$ cat config.mk
export PLATFORM = sky130hd
export DESIGN_NAME = char_lcd_nibble_write_sequencer_unit_flat
export DESIGN_NICKNAME = d
export VERILOG_FILES = /design/src/hw/rtl/lcdn_pkg.sv /design/src/hw/rtl/lcdn_ifs.sv /design/src/hw/rtl/lcdn_cfg_regs.sv /design/src/hw/rtl/lcdn_seq_core.sv /design/src/hw/rtl/char_lcd_nibble_write_sequencer_unit.sv /design/src/flat_wrapper.sv
export SDC_FILE = /design/constraint.sdc
export NUM_CORES = 1
export LEC_CHECK = 0
export BUFFER_PORTS_ARGS = -buffer_cell sky130_fd_sc_hd__buf_2
export CAP_MARGIN = 20
export CORE_ASPECT_RATIO = 0.7
export CORE_MARGIN = 2
export CORE_UTILIZATION = 61
export CTS_CLUSTER_DIAMETER = 150
export DETAILED_ROUTE_END_ITERATION = 8
export PLACE_DENSITY = 0.91
export SLEW_MARGIN = 10
export SYNTH_ARGS = -nofsm -noshare
export SYNTH_HDL_FRONTEND = slang
export SYNTH_SLANG_ARGS = --single-unit
$ cat constraint.sdc
create_clock -name clk -period 7.83 [get_ports clk]
set_input_delay 0.783 -clock clk [delete_from_list [all_inputs] [get_ports clk]]
set_output_delay 0.783 -clock clk [all_outputs]
set_load 0.1 [all_outputs]
$ cat src/hw/rtl/lcdn_pkg.sv
`timescale 1ns / 1ps

package lcdn_pkg;

    // Field widths of the command and result words.
    localparam int OP_W     = 3;
    localparam int BYTE_W   = 8;
    localparam int COL_W    = 6;
    localparam int NIB_W    = 4;
    localparam int WAIT_W   = 16;
    localparam int STROBE_W = 8;
    localparam int CFG_IDX_W = 3;
    localparam int POS_W    = 6;

    // Operation codes.
    localparam logic [OP_W-1:0] OP_TICK  = 3'd0;
    localparam logic [OP_W-1:0] OP_INIT  = 3'd1;
    localparam logic [OP_W-1:0] OP_CMD   = 3'd2;
    localparam logic [OP_W-1:0] OP_DATA  = 3'd3;
    localparam logic [OP_W-1:0] OP_POS   = 3'd4;
    localparam logic [OP_W-1:0] OP_CLEAR = 3'd5;

    // Configuration register indexes.
    localparam logic [CFG_IDX_W-1:0] REG_STROBE  = 3'd0;
    localparam logic [CFG_IDX_W-1:0] REG_POWERUP = 3'd1;
    localparam logic [CFG_IDX_W-1:0] REG_SECOND  = 3'd2;
    localparam logic [CFG_IDX_W-1:0] REG_THIRD   = 3'd3;
    localparam logic [CFG_IDX_W-1:0] REG_GAP     = 3'd4;
    localparam logic [CFG_IDX_W-1:0] REG_CLEAR   = 3'd5;

    // Register reset values.
    localparam logic [STROBE_W-1:0] RST_STROBE  = 8'd50;
    localparam logic [WAIT_W-1:0]   RST_POWERUP = 16'd15000;
    localparam logic [WAIT_W-1:0]   RST_SECOND  = 16'd4000;
    localparam logic [WAIT_W-1:0]   RST_THIRD   = 16'd100;
    localparam logic [WAIT_W-1:0]   RST_GAP     = 16'd1000;
    localparam logic [WAIT_W-1:0]   RST_CLEAR   = 16'd1500;

    // Cursor address forming.
    localparam logic [BYTE_W-1:0] ADDR_FLAG  = 8'b1000_0000;
    localparam logic [BYTE_W-1:0] ROW_STRIDE = 8'h40;
    localparam logic [BYTE_W-1:0] LOW_MASK   = 8'b0000_1111;

    // Init and clear nibbles and bytes.
    localparam logic [NIB_W-1:0]  INIT_WAKE_NIB = 4'b0011;
    localparam logic [NIB_W-1:0]  INIT_4BIT_NIB = 4'b0010;
    localparam logic [BYTE_W-1:0] FUNC_SET_BYTE = 8'b0010_1000;
    localparam logic [BYTE_W-1:0] DISP_ON_BYTE  = 8'b0000_1100;
    localparam logic [BYTE_W-1:0] ENTRY_BYTE    = 8'b0000_0110;
    localparam logic [BYTE_W-1:0] CLEAR_BYTE    = 8'b0000_0001;

    // Sequence positions. The three programs are laid out back to back, each
    // closed by an end position that also serves as the idle state.
    localparam int POS_COUNT = 41;
    localparam logic [POS_W-1:0] POS_INIT_FIRST  = 6'd0;
    localparam logic [POS_W-1:0] POS_INIT_END    = 6'd28;
    localparam logic [POS_W-1:0] POS_USER_FIRST  = 6'd29;
    localparam logic [POS_W-1:0] POS_USER_END    = 6'd34;
    localparam logic [POS_W-1:0] POS_CLEAR_FIRST = 6'd35;
    localparam logic [POS_W-1:0] POS_CLEAR_END   = 6'd40;
    localparam logic [POS_W-1:0] POS_IDLE        = POS_INIT_END;

    // Wait source of a position.
    localparam logic [2:0] WS_END     = 3'd0;
    localparam logic [2:0] WS_STROBE  = 3'd1;
    localparam logic [2:0] WS_POWERUP = 3'd2;
    localparam logic [2:0] WS_SECOND  = 3'd3;
    localparam logic [2:0] WS_THIRD   = 3'd4;
    localparam logic [2:0] WS_GAP     = 3'd5;
    localparam logic [2:0] WS_CLEAR   = 3'd6;
    localparam logic [2:0] WS_ZERO    = 3'd7;

    typedef struct packed {
        logic [STROBE_W-1:0] strobe;
        logic [WAIT_W-1:0]   powerup;
        logic [WAIT_W-1:0]   second;
        logic [WAIT_W-1:0]   third;
        logic [WAIT_W-1:0]   gap;
        logic [WAIT_W-1:0]   clear;
    } cfg_t;

    typedef struct packed {
        logic [OP_W-1:0]   op;
        logic [BYTE_W-1:0] value;
        logic [COL_W-1:0]  column;
        logic              row;
    } item_t;

    typedef struct packed {
        logic             lcd_enable;
        logic             lcd_select;
        logic [NIB_W-1:0] lcd_nibble;
        logic             busy_res;
        logic             rejected;
    } result_t;

    typedef struct packed {
        logic             valid;
        logic [POS_W-1:0] pos;
    } prev_t;

    // Which wait is loaded on entering a position.
    function automatic logic [2:0] lcdn_wsrc(input logic [POS_W-1:0] p);
        logic [2:0] w;
        unique case (p)
            6'd0:  w = WS_POWERUP;
            6'd3:  w = WS_SECOND;
            6'd6:  w = WS_THIRD;
            6'd9, 6'd12, 6'd17, 6'd22, 6'd27: w = WS_GAP;
            6'd33: w = WS_ZERO;
            6'd39: w = WS_CLEAR;
            6'd1, 6'd2, 6'd4, 6'd5, 6'd7, 6'd8, 6'd10, 6'd11,
            6'd13, 6'd14, 6'd15, 6'd16, 6'd18, 6'd19, 6'd20, 6'd21,
            6'd23, 6'd24, 6'd25, 6'd26, 6'd29, 6'd30, 6'd31, 6'd32,
            6'd35, 6'd36, 6'd37, 6'd38: w = WS_STROBE;
            default: w = WS_END;
        endcase
        return w;
    endfunction

    // Positions where E is high; leaving one drives its nibble and lowers E.
    function automatic logic lcdn_is_e0(input logic [POS_W-1:0] p);
        logic e;
        unique case (p)
            6'd1, 6'd4, 6'd7, 6'd10, 6'd13, 6'd15, 6'd18, 6'd20, 6'd23, 6'd25,
            6'd29, 6'd31, 6'd35, 6'd37: e = 1'b1;
            default: e = 1'b0;
        endcase
        return e;
    endfunction

    // Nibble driven on leaving a strobe-high position.
    function automatic logic [NIB_W-1:0] lcdn_e0_nibble(input logic [POS_W-1:0] p,
                                                         input logic [BYTE_W-1:0] latch);
        logic [NIB_W-1:0] n;
        unique case (p)
            6'd1, 6'd4, 6'd7: n = INIT_WAKE_NIB;
            6'd10: n = INIT_4BIT_NIB;
            6'd13: n = FUNC_SET_BYTE[7:4];
            6'd15: n = FUNC_SET_BYTE[3:0];
            6'd18: n = DISP_ON_BYTE[7:4];
            6'd20: n = DISP_ON_BYTE[3:0];
            6'd23: n = ENTRY_BYTE[7:4];
            6'd25: n = ENTRY_BYTE[3:0];
            6'd29: n = latch[7:4];
            6'd31: n = NIB_W'(latch & LOW_MASK);
            6'd35: n = CLEAR_BYTE[7:4];
            6'd37: n = CLEAR_BYTE[3:0];
            default: n = '0;
        endcase
        return n;
    endfunction

    // Latest strobe-high position before p within the same program.
    function automatic prev_t lcdn_prev_e0(input logic [POS_W-1:0] p);
        prev_t r;
        r.valid = 1'b1;
        unique case (p)
            6'd2, 6'd3, 6'd4:    r.pos = 6'd1;
            6'd5, 6'd6, 6'd7:    r.pos = 6'd4;
            6'd8, 6'd9, 6'd10:   r.pos = 6'd7;
            6'd11, 6'd12, 6'd13: r.pos = 6'd10;
            6'd14, 6'd15:        r.pos = 6'd13;
            6'd16, 6'd17, 6'd18: r.pos = 6'd15;
            6'd19, 6'd20:        r.pos = 6'd18;
            6'd21, 6'd22, 6'd23: r.pos = 6'd20;
            6'd24, 6'd25:        r.pos = 6'd23;
            6'd26, 6'd27, 6'd28: r.pos = 6'd25;
            6'd30, 6'd31:        r.pos = 6'd29;
            6'd32, 6'd33, 6'd34: r.pos = 6'd31;
            6'd36, 6'd37:        r.pos = 6'd35;
            6'd38, 6'd39, 6'd40: r.pos = 6'd37;
            default:
            begin
                r.valid = 1'b0;
                r.pos   = '0;
            end
        endcase
        return r;
    endfunction

endpackage

$ cat src/hw/rtl/lcdn_ifs.sv
`timescale 1ns / 1ps

// Command word channel.
interface lcdn_cmd_if import lcdn_pkg::*; ();
    logic              valid;
    logic              ready;
    logic [OP_W-1:0]   op;
    logic [BYTE_W-1:0] value;
    logic [COL_W-1:0]  column;
    logic              row;

    modport source (output valid, op, value, column, row, input ready);
    modport sink (input valid, op, value, column, row, output ready);
endinterface

// Result word channel.
interface lcdn_res_if import lcdn_pkg::*; ();
    logic             valid;
    logic             ready;
    logic             lcd_enable;
    logic             lcd_select;
    logic [NIB_W-1:0] lcd_nibble;
    logic             busy_res;
    logic             rejected;

    modport source (output valid, lcd_enable, lcd_select, lcd_nibble, busy_res, rejected,
                    input ready);
    modport sink (input valid, lcd_enable, lcd_select, lcd_nibble, busy_res, rejected,
                  output ready);
endinterface

// Configuration write channel.
interface lcdn_cfg_if import lcdn_pkg::*; ();
    logic                 valid;
    logic                 ready;
    logic [CFG_IDX_W-1:0] index;
    logic [WAIT_W-1:0]    data;

    modport source (output valid, index, data, input ready);
    modport sink (input valid, index, data, output ready);
endinterface

$ cat src/hw/rtl/lcdn_cfg_regs.sv
`timescale 1ns / 1ps

module lcdn_cfg_regs
    import lcdn_pkg::*;
(
    input  logic                 clk,
    input  logic                 rst_n,
    input  logic                 wr_en,
    input  logic [CFG_IDX_W-1:0] wr_index,
    input  logic [WAIT_W-1:0]    wr_data,
    output cfg_t                 cfg
);

    cfg_t cfg_reg;
    cfg_t cfg_next;

    // Decode the register index; unknown indexes are ignored.
    always_comb
    begin
        cfg_next = cfg_reg;
        if (wr_en)
        begin
            unique case (wr_index)
                REG_STROBE:  cfg_next.strobe  = wr_data[STROBE_W-1:0];
                REG_POWERUP: cfg_next.powerup = wr_data;
                REG_SECOND:  cfg_next.second  = wr_data;
                REG_THIRD:   cfg_next.third   = wr_data;
                REG_GAP:     cfg_next.gap     = wr_data;
                REG_CLEAR:   cfg_next.clear   = wr_data;
                default:     cfg_next = cfg_reg;
            endcase
        end
    end

    always_ff @(posedge clk or negedge rst_n)
    begin
        if (!rst_n)
        begin
            cfg_reg.strobe  <= RST_STROBE;
            cfg_reg.powerup <= RST_POWERUP;
            cfg_reg.second  <= RST_SECOND;
            cfg_reg.third   <= RST_THIRD;
            cfg_reg.gap     <= RST_GAP;
            cfg_reg.clear   <= RST_CLEAR;
        end
        else
        begin
            cfg_reg <= cfg_next;
        end
    end

    assign cfg = cfg_reg;

endmodule

$ cat src/hw/rtl/lcdn_seq_core.sv
`timescale 1ns / 1ps

module lcdn_seq_core
    import lcdn_pkg::*;
(
    input  logic    clk,
    input  logic    rst_n,
    input  logic    fire,
    input  item_t   item,
    input  cfg_t    cfg,
    output result_t res
);

    logic [POS_W-1:0]  pos_reg, pos_next;
    logic [WAIT_W-1:0] cnt_reg, cnt_next;
    logic [BYTE_W-1:0] latch_reg, latch_next;
    logic              en_reg, en_next;
    logic              sel_reg, sel_next;
    logic [NIB_W-1:0]  nib_reg, nib_next;

    logic [POS_COUNT-1:0] stop_vec;
    logic [POS_W-1:0]     start_pos;
    logic [POS_W-1:0]     from_pos;
    logic [POS_W-1:0]     stop_pos;
    logic                 run;
    logic                 busy;
    logic                 rejected;
    logic [BYTE_W-1:0]    addr_byte;
    prev_t                prev;

    function automatic logic [WAIT_W-1:0] wait_value(input logic [2:0] ws, input cfg_t c);
        logic [WAIT_W-1:0] v;
        unique case (ws)
            WS_STROBE:  v = WAIT_W'(c.strobe);
            WS_POWERUP: v = c.powerup;
            WS_SECOND:  v = c.second;
            WS_THIRD:   v = c.third;
            WS_GAP:     v = c.gap;
            WS_CLEAR:   v = c.clear;
            default:    v = '0;
        endcase
        return v;
    endfunction

    assign busy = (pos_reg != POS_INIT_END) && (pos_reg != POS_USER_END)
                  && (pos_reg != POS_CLEAR_END);

    // Cursor address: row offset plus column, with the address flag set.
    assign addr_byte = ((item.row ? ROW_STRIDE : '0) + BYTE_W'(item.column)) | ADDR_FLAG;

    // A position holds the sequence when its wait is nonzero or it ends a program.
    always_comb
    begin
        for (int i = 0; i < POS_COUNT; i++)
        begin
            stop_vec[i] = (lcdn_wsrc(POS_W'(i)) == WS_END)
                          || (wait_value(lcdn_wsrc(POS_W'(i)), cfg) != '0);
        end
    end

    // Entry point of an accepted command, or the position after the current one.
    always_comb
    begin
        start_pos = pos_reg + POS_W'(1);
        from_pos  = pos_reg;
        if (fire && (item.op != OP_TICK) && (item.op <= OP_CLEAR) && !busy)
        begin
            unique case (item.op)
                OP_INIT:  start_pos = POS_INIT_FIRST;
                OP_CLEAR: start_pos = POS_CLEAR_FIRST;
                default:  start_pos = POS_USER_FIRST;
            endcase
            from_pos = start_pos;
        end
    end

    // First holding position at or after the start point; zero waits fall through.
    always_comb
    begin
        stop_pos = POS_IDLE;
        for (int i = POS_COUNT - 1; i >= 0; i--)
        begin
            if ((i >= int'(start_pos)) && stop_vec[i])
            begin
                stop_pos = POS_W'(i);
            end
        end
    end

    assign prev = lcdn_prev_e0(stop_pos);

    // Decode the word and work out where the sequence settles.
    always_comb
    begin
        pos_next   = pos_reg;
        cnt_next   = cnt_reg;
        latch_next = latch_reg;
        en_next    = en_reg;
        sel_next   = sel_reg;
        nib_next   = nib_reg;
        rejected   = 1'b0;
        run        = 1'b0;

        if (fire)
        begin
            if (item.op == OP_TICK)
            begin
                if (busy)
                begin
                    if (cnt_reg > WAIT_W'(1))
                    begin
                        cnt_next = cnt_reg - WAIT_W'(1);
                    end
                    else
                    begin
                        run = 1'b1;
                    end
                end
            end
            else if (item.op <= OP_CLEAR)
            begin
                if (busy)
                begin
                    rejected = 1'b1;
                end
                else
                begin
                    run = 1'b1;
                    unique case (item.op)
                        OP_INIT:
                        begin
                            sel_next = 1'b0;
                        end
                        OP_CLEAR:
                        begin
                            sel_next = 1'b0;
                        end
                        OP_POS:
                        begin
                            sel_next   = 1'b0;
                            latch_next = addr_byte;
                        end
                        OP_DATA:
                        begin
                            sel_next   = 1'b1;
                            latch_next = item.value;
                        end
                        default:
                        begin
                            sel_next   = 1'b0;
                            latch_next = item.value;
                        end
                    endcase
                end
            end
        end

        // Land on the holding position and update the pins passed on the way.
        if (run)
        begin
            pos_next = stop_pos;
            cnt_next = wait_value(lcdn_wsrc(stop_pos), cfg);
            en_next  = lcdn_is_e0(stop_pos);
            if (prev.valid && (prev.pos >= from_pos))
            begin
                nib_next = lcdn_e0_nibble(prev.pos, latch_next);
            end
        end
    end

    always_ff @(posedge clk or negedge rst_n)
    begin
        if (!rst_n)
        begin
            pos_reg   <= POS_IDLE;
            cnt_reg   <= '0;
            latch_reg <= '0;
            en_reg    <= 1'b0;
            sel_reg   <= 1'b0;
            nib_reg   <= '0;
        end
        else
        begin
            pos_reg   <= pos_next;
            cnt_reg   <= cnt_next;
            latch_reg <= latch_next;
            en_reg    <= en_next;
            sel_reg   <= sel_next;
            nib_reg   <= nib_next;
        end
    end

    assign res.lcd_enable = en_next;
    assign res.lcd_select = sel_next;
    assign res.lcd_nibble = nib_next;
    assign res.busy_res   = (pos_next != POS_INIT_END) && (pos_next != POS_USER_END)
                            && (pos_next != POS_CLEAR_END);
    assign res.rejected   = rejected;

endmodule

$ cat src/hw/rtl/char_lcd_nibble_write_sequencer_unit.sv
`timescale 1ns / 1ps

// Character LCD controller for a 4-bit HD44780-style bus. Every command word
// (tick, init, command byte, data byte, cursor position, clear) yields one
// result word with the E, RS and D7..D4 levels, the busy flag and a flag for a
// command dropped because a sequence was still running. Words stream at one
// per clock while the result side takes them: a word waits in the input
// register, and when it moves on, the sequence state and the result register
// are updated. While the result side stalls, the input register holds one
// more word and then the command side stalls. Waits of zero length, including
// a zero strobe time, are skipped within the same word. Configuration writes
// are taken in any cycle and apply from the next wait that loads the register.
module char_lcd_nibble_write_sequencer_unit
    import lcdn_pkg::*;
(
    input logic        clk,
    input logic        rst_n,
    lcdn_cmd_if.sink   cmd,
    lcdn_res_if.source res,
    lcdn_cfg_if.sink   cfg
);

    item_t   in_reg;
    logic    in_valid_reg;
    result_t out_reg;
    logic    out_valid_reg;
    logic    advance;
    cfg_t    cfg_word;
    result_t core_res;

    // The held word moves on when the result register is free or being emptied.
    assign advance   = in_valid_reg && (!out_valid_reg || res.ready);
    assign cmd.ready = !in_valid_reg || advance;
    assign cfg.ready = 1'b1;

    lcdn_cfg_regs u_cfg_regs (
        .clk      (clk),
        .rst_n    (rst_n),
        .wr_en    (cfg.valid),
        .wr_index (cfg.index),
        .wr_data  (cfg.data),
        .cfg      (cfg_word)
    );

    lcdn_seq_core u_seq_core (
        .clk   (clk),
        .rst_n (rst_n),
        .fire  (advance),
        .item  (in_reg),
        .cfg   (cfg_word),
        .res   (core_res)
    );

    // Input register.
    always_ff @(posedge clk or negedge rst_n)
    begin
        if (!rst_n)
        begin
            in_valid_reg <= 1'b0;
        end
        else if (cmd.ready)
        begin
            in_valid_reg <= cmd.valid;
        end
    end

    always_ff @(posedge clk)
    begin
        if (cmd.valid && cmd.ready)
        begin
            in_reg.op     <= cmd.op;
            in_reg.value  <= cmd.value;
            in_reg.column <= cmd.column;
            in_reg.row    <= cmd.row;
        end
    end

    // Result register.
    always_ff @(posedge clk or negedge rst_n)
    begin
        if (!rst_n)
        begin
            out_valid_reg <= 1'b0;
        end
        else if (advance)
        begin
            out_valid_reg <= 1'b1;
        end
        else if (res.ready)
        begin
            out_valid_reg <= 1'b0;
        end
    end

    always_ff @(posedge clk)
    begin
        if (advance)
        begin
            out_reg <= core_res;
        end
    end

    assign res.valid      = out_valid_reg;
    assign res.lcd_enable = out_reg.lcd_enable;
    assign res.lcd_select = out_reg.lcd_select;
    assign res.lcd_nibble = out_reg.lcd_nibble;
    assign res.busy_res   = out_reg.busy_res;
    assign res.rejected   = out_reg.rejected;

endmodule

$ cat src/flat_wrapper.sv
// flat-port wrapper written by rule: the top's interface ports become plain ports
module char_lcd_nibble_write_sequencer_unit_flat import lcdn_pkg::*;
  (clk, rst_n, cmd_valid, cmd_op, cmd_value, cmd_column, cmd_row, cmd_ready, res_valid, res_lcd_enable, res_lcd_select, res_lcd_nibble, res_busy_res, res_rejected, res_ready, cfg_valid, cfg_index, cfg_data, cfg_ready);
  lcdn_cmd_if cmd_i ();
  lcdn_res_if res_i ();
  lcdn_cfg_if cfg_i ();
  input logic clk;
  input logic rst_n;
  input wire logic [$bits(cmd_i.valid)-1:0] cmd_valid;
  input wire logic [$bits(cmd_i.op)-1:0] cmd_op;
  input wire logic [$bits(cmd_i.value)-1:0] cmd_value;
  input wire logic [$bits(cmd_i.column)-1:0] cmd_column;
  input wire logic [$bits(cmd_i.row)-1:0] cmd_row;
  output wire logic [$bits(cmd_i.ready)-1:0] cmd_ready;
  output wire logic [$bits(res_i.valid)-1:0] res_valid;
  output wire logic [$bits(res_i.lcd_enable)-1:0] res_lcd_enable;
  output wire logic [$bits(res_i.lcd_select)-1:0] res_lcd_select;
  output wire logic [$bits(res_i.lcd_nibble)-1:0] res_lcd_nibble;
  output wire logic [$bits(res_i.busy_res)-1:0] res_busy_res;
  output wire logic [$bits(res_i.rejected)-1:0] res_rejected;
  input wire logic [$bits(res_i.ready)-1:0] res_ready;
  input wire logic [$bits(cfg_i.valid)-1:0] cfg_valid;
  input wire logic [$bits(cfg_i.index)-1:0] cfg_index;
  input wire logic [$bits(cfg_i.data)-1:0] cfg_data;
  output wire logic [$bits(cfg_i.ready)-1:0] cfg_ready;
  assign cmd_i.valid = cmd_valid;
  assign cmd_i.op = cmd_op;
  assign cmd_i.value = cmd_value;
  assign cmd_i.column = cmd_column;
  assign cmd_i.row = cmd_row;
  assign cmd_ready = cmd_i.ready;
  assign res_valid = res_i.valid;
  assign res_lcd_enable = res_i.lcd_enable;
  assign res_lcd_select = res_i.lcd_select;
  assign res_lcd_nibble = res_i.lcd_nibble;
  assign res_busy_res = res_i.busy_res;
  assign res_rejected = res_i.rejected;
  assign res_i.ready = res_ready;
  assign cfg_i.valid = cfg_valid;
  assign cfg_i.index = cfg_index;
  assign cfg_i.data = cfg_data;
  assign cfg_ready = cfg_i.ready;
  char_lcd_nibble_write_sequencer_unit u_core (.clk(clk), .rst_n(rst_n), .cmd(cmd_i), .res(res_i), .cfg(cfg_i));
endmodule
Word-level counts from Yosys, hierarchy flattened
Memories as Yosys holds them, arrays and structs flattened. Cells that the tools add are included.

$lt $le $gt $ge: 43. $add $sub $neg: 3. Multiplexer cells: 77. Bitwise gates (word level): 1. Reductions and logical operators: 92. Equality and inequality tests: 69.

Operators with widths (number): 6-bit two-way mux (43); 6-bit by 5-bit equality test with 1-bit output, second input constant (19); 5-bit by 6-bit >= comparator with 1-bit output, first input constant (16); 16-bit case mux with 6 select lines (1); 16-bit nonzero test (6); 6-bit case mux with 14 select lines (1); 16-bit two-way mux (5); 6-bit by 4-bit equality test with 1-bit output, second input constant (11); 6-bit equality test, second input constant (9); 4-bit by 6-bit >= comparator with 1-bit output, first input constant (8); 6-bit >= comparator, first input constant (8); 1-bit logical AND (47); 37-bit OR reduction (1); 6-bit by 3-bit equality test with 1-bit output, second input constant (6); 8-bit two-way mux (4); 4-bit case mux with 8 select lines (1); 3-bit OR reduction (10); 3-bit by 6-bit >= comparator with 1-bit output, first input constant (4); 6-bit inequality test, second input constant (4); 3-bit equality test, second input constant (7); 16-bit by 1-bit greater-than comparator with 1-bit output, second input constant (1); 1-bit two-way mux (16); 8-bit case mux with 2 select lines (1); 2-bit OR reduction (8); other kinds (24) (48).

Output and inout bits: 11. Logic and storage cells: 310. Memory bits (read-only): 256. Input port bits: 42. Register bits: 152. Memories kept: 2.

Memories: (no name shown) (depth 64, width 3, rd ports 1, clocked after Yosys merged registers in 0, wr ports 0, line lcdn_pkg.sv:105) `unique case (p)`; (no name shown) (depth 64, width 1, rd ports 1, clocked after Yosys merged registers in 0, wr ports 0, line lcdn_pkg.sv:124) `unique case (p)`.

Logic depth before layout (Yosys ltp)
Depth after elaboration: 56. Mapped depth: 36. Gate-level depth less buffers: 32.

Cells and area by module
From an unflattened synthesis, not the netlist that was laid out.

Cells, all modules: 942. Area, all modules: 9888.2 µm².

By module, submodules not included: lcdn_seq_core (area an instance 5446.5 µm², times used 1, sequential area each 904.6 µm², cells each 715); lcdn_cfg_regs (area an instance 3545.9 µm², times used 1, sequential area each 2242.2 µm², cells each 191); char_lcd_nibble_write_sequencer_unit (area an instance 895.9 µm², times used 1, sequential area each 830.8 µm², cells each 36).

Worst setup path after synthesis
No wires, ideal clock.

Path type: register to register. Start: register u_core.out_valid_reg, in the netlist u_core.res.valid. End: register u_core.out_reg, in the netlist u_core.res.lcd_nibble[2] (data pin). Data arrival time: 6.523 ns. Path buffers: 3. Setup slack: 1.037 ns. Data required time: 7.559 ns. Setup time: 0.271 ns. Cell stages (with the launch flop): 30. Period minus slack after synthesis: 6.793 ns. Cells stage by stage: dfrtp_1 -> nand2b_1 -> and2_1 -> buf_2 -> o211ai_4 -> clkbuf_1 -> a31oi_1 -> or3_1 -> a221o_1 -> o31a_1 -> o311ai_1 -> and3_1 -> inv_1 -> ha_1 -> clkbuf_1 -> nor3_1 -> nor2_1 -> mux2_4 -> a2111oi_4 -> inv_2 -> ha_1 -> a21o_1 -> a21oi_1 -> nor2b_1 -> o21ai_0 -> nand2b_1 -> a21oi_1 -> a311oi_4 -> o31a_1 -> a31oi_1.

RTL lines: from (decl) (line char_lcd_nibble_write_sequencer_unit.sv:26) `logic out_valid_reg;`; from (signal assigned) (line char_lcd_nibble_write_sequencer_unit.sv:83) `out_valid_reg <= 1'b0;`; from (signal assigned) (line char_lcd_nibble_write_sequencer_unit.sv:87) `out_valid_reg <= 1'b1;`; from (signal assigned) (line char_lcd_nibble_write_sequencer_unit.sv:91) `out_valid_reg <= 1'b0;`; to (signal assigned) (line char_lcd_nibble_write_sequencer_unit.sv:99) `out_reg <= core_res;`; to (decl) (line char_lcd_nibble_write_sequencer_unit.sv:25) `result_t out_reg;`.

==> metrics.md <==
| Metric | Value |
|---|---|
| Outcome | `complete, no violations` |
| Ys async rst share | `0.8289` |
| Final setup TNS | `0 ns` |
| Total wire length | `30110 um` |
| Fin. Hold Viols | `0` |
| Worst-path clk slew | `~0.07 ns` |
| WL per Instance | `24.24 um` |
| Hpwl dp | `approximately 22000 um` |
| Post-synth EDFFs | `26` |
| Die W | `155.6 um` |
| Tot Pwr | `3.182 mW` |
| RSZ-0062 raised after global routing | `false` |
| Drt via density | `roughly 7.2` |
| Mean Syn Cell Area | `roughly 10 um^2` |
| Number of flip-flops in the largest register | `88` |
| Cell Rows | `38` |
| Std-Cell Core Area | `approximately 16000 um^2` |
| CTS tree | `built` |
| Area of the mapped netlist | `approximately 10000 um^2` |
| FILL cells | `~1100` |
| Worst hold path class | `primary input to async pin` |
| Critical setup path kind | `flop to flop` |
| Drt first pass iters | `7` |
| Full die area | `17140 um^2` |
| #FFs+latches synth | `152` |
| Io pins | `53` |
| WHS | `about 0.38 ns` |
| Initial antenna violation count | `1` |
| Vias in the first global route | `8487` |
| Post-synth top area cell | `dfrtp_1` |
| Final Cell Area | `about 11000 um^2` |
| Max Slew Vio Count | `0` |
| Slew HR | `0.3239` |
| Placement Cell Area | `a little over 10000 um^2` |
| Worst R2R Start | `u_core.in_reg[16]` |
| Clock Skew | `between 0.015 and 0.02 ns` |
| Period utilization | `0.9529` |
| Achievable Freq | `0.1340 GHz` |
| CP arrival | `approximately 7.7 ns` |
| Starting density of the core | `0.6277` |
| Total track usage | `0.3615` |
| Hold_buf cts | `0` |
| Residual DRC | `0` |
| Ys flop type | `dfrtp_1` |
| Syn-to-layout area delta | `11.72%` |
| Tightest Pin Transition | `between 1 and 1.5 ns` |
| WP data required | `between 8 and 9 ns` |
| Clock latency on the worst-skew pair | `around 0.44 ns` |
| Largest net degree at the start of global routing | `80` |
| # port buffers | `51` |
| Worst-path maximum fanout | `11` |
| R2R Setup Slk | `0.37 ns` |
| DRT antenna net count | `0` |
| End of the worst register-to-register path | `u_core.res.lcd_nibble[2]` |
| Grt total ovfl | `0` |
| Critical path endpoint category | `flop` |
| Worst Reg-to-Reg Cells | `27` |
| Sink Count | `152` |
| Min Tclk post-route | `~7.5 ns` |
| CTS buffer count | `17` |
| Final setup vio count | `0` |
| Unique masters post-synth | `107` |
| Power per Cell Area | `slightly below 300 nW/um^2` |
| Chip Height | `roughly 110 um` |
| Buffer depth of the longest clock path | `2` |
| Routability cong. | `about 1.1` |
| Top cell type's share of synthesized area | `0.2319` |
| Detailed Route Iter0 Violations | `~1500` |
| Post-synthesis sequential area ratio | `0.4051` |
| Startpoint Class | `flop` |
| Leakage | `about 4.4 nW` |
| Root Buffer | `clkbuf_16` |
| Synth warnings | `0` |
| Global-route wire length before repair | `~47000 um` |
| Fin nets | `between 1000 and 1500` |
| Synth area leaders | `dfrtp_1 (23%), mux2_2 (11%), dfstp_2 (9.4%)` |
| Via Count | `about 9000` |
| Mapped Nets | `roughly 1000` |
| Gate Count Post-Synth | `979` |
| Fraction of layout instances using a drive strength above 1 | `0.2939` |
| Max-cap check violation count | `0` |
| H-tree depth | `4` |
| Worst VDD drop | `0.1831 mV` |
## cells in the mapped netlist (6+ instances only)
| library cell | instances |
|---|---|
| mux2_2 | 99 |
| dfrtp_1 | 91 |
| nand2_1 | 75 |
| nor2_1 | 65 |
| o21ai_0 | 61 |
| a21oi_1 | 52 |
| dfstp_2 | 35 |
| clkbuf_1 | 28 |
| nor4_1 | 28 |
| edfxtp_1 | 26 |
| nand3_1 | 23 |
| a31oi_1 | 22 |
| mux2i_1 | 21 |
| ha_1 | 18 |
| a22oi_1 | 16 |
| inv_1 | 16 |
| nor3_1 | 15 |
| o21ai_1 | 14 |
| a221oi_1 | 13 |
| nand4_1 | 13 |
| nand2b_1 | 12 |
| buf_2 | 11 |
| nor2b_1 | 11 |
| and2_1 | 10 |
| and3_1 | 9 |
| o211ai_1 | 9 |
| o31ai_1 | 9 |
| a21o_1 | 8 |
| or3_1 | 7 |
| a32oi_1 | 6 |
| buf_6 | 6 |
## stage by stage
step                        util  setup WS [ns]  std cells
after CTS                 0.6976         0.3672       1238
final                     0.7013         0.3691       1242
after detailed placement  0.6577         0.4233       1206
after global placement    0.6577         0.5607       1206
after global routing      0.7012        0.03381       1241
after floorplan                -          1.037        979
## report_power, final
part           total [mW]  leakage [nW]  internal (mW)  switching (mW)
registers            1.15          1.75          0.993           0.160
clock network       0.875         0.306          0.503           0.372
logic                1.15          2.32          0.431           0.723
total                3.18          4.38           1.93            1.26
## layout make-up
| class | count | area, um^2 | area share |
|---|---|---|---|
| antenna | 1 | 2.502 | 0.0002281 |
| clock buffer | 18 | 450.4 | 0.04106 |
| clock inverter | 14 | 175.2 | 0.01597 |
| inverter | 18 | 67.56 | 0.006159 |
| multi-input combinational | 756 | 5532 | 0.5042 |
| sequential | 152 | 3988 | 0.3635 |
| tap | 200 | 250.2 | 0.02281 |
| timing repair buffer | 83 | 505.5 | 0.04608 |
## placed cells by master, fill, tap and decap left out, drive strengths merged, types with 9 or more instances in the layout
cell and instances:
clkbuf 18, nand2b 12, dfrtp 91, o21ai 75, a22oi 16, a21oi 55
edfxtp 26, inv 26, buf 83, dfstp 35, nand4 13, and3 9
mux2i 22, nand2 76, nor4 30, and2 12, a31oi 22, a221oi 14
o211ai 12, a211oi 9, mux2 103, nand3 25, nor2b 11, nor3 15
nor2 67, o31ai 9, ha 18
## kinds of logic after synthesis
group	synth area share
DFF	0.4051
xor gates and xnor gates	0.008919
other	0.0003819
buffers and inverters	0.03428
muxes	0.1417
and+or+nand+nor	0.1648
AOI/OAI and AO/OA	0.2220
adders and majority gates	0.02294
## repair_timing
item / 4_1_cts / 5_1_grt
gates resized for setup: 0 / 8
setup endpoints to repair: 0 / 8
buffers inserted: 0 / 2
## metal layers
| layer | wire length (um) | GRT usage | vias up | part of all wire |
|---|---|---|---|---|
| met4 | 778 | 0.1134 | 0 | 0.026 |
| met5 | 0 | 0 | - | 0 |
| met1 | 12440 | 0.5055 | 4275 | 0.41 |
| li1 | - | - | 3871 | - |
| met2 | 12450 | 0.5149 | 707 | 0.41 |
| met3 | 4444 | 0.1458 | 108 | 0.15 |
## critical path: stages, from the launching register on
cell and delay (ns):
edfxtp_1 0.55, or3_1 0.48, and2_1 0.27, o211a_1 0.28
nor3_1 0.47, o21ai_0 0.26, o21ai_0 0.50, a21oi_1 0.18
o41ai_1 0.30, o211ai_1 0.15, a31o_2 0.32, ha_1 0.30
or2_2 0.37, and3_1 0.19, mux2i_1 0.32, nand4_1 0.35
nor2_1 0.19, ha_1 0.24, nand2b_1 0.14, a21o_1 0.17
a21oi_1 0.15, nor2b_1 0.06, o21ai_0 0.14, nand2b_1 0.08
a21oi_1 0.25, a311oi_4 0.11, o31a_1 0.16, a31oi_1 0.27
## worst max-delay path by stage
stage | startpoint | to | slack, ns
2_1_floorplan | u_core.res.valid | u_core.res.lcd_nibble[2] | 1.04
3_3_place_gp | res_ready | u_core.res.lcd_nibble[2] | 0.56
3_5_place_dp | res_ready | u_core.res.lcd_nibble[2] | 0.42
4_1_cts | u_core.u_seq_core.pos_reg[1] | u_core.res.lcd_nibble[2] | 0.37
5_1_grt | u_core.u_seq_core.pos_reg[2] | u_core.res.lcd_nibble[2] | 0.03
6_report | u_core.in_reg[16] | u_core.res.lcd_nibble[2] | 0.37
Note: power is estimated with default switching activity, not from simulation.
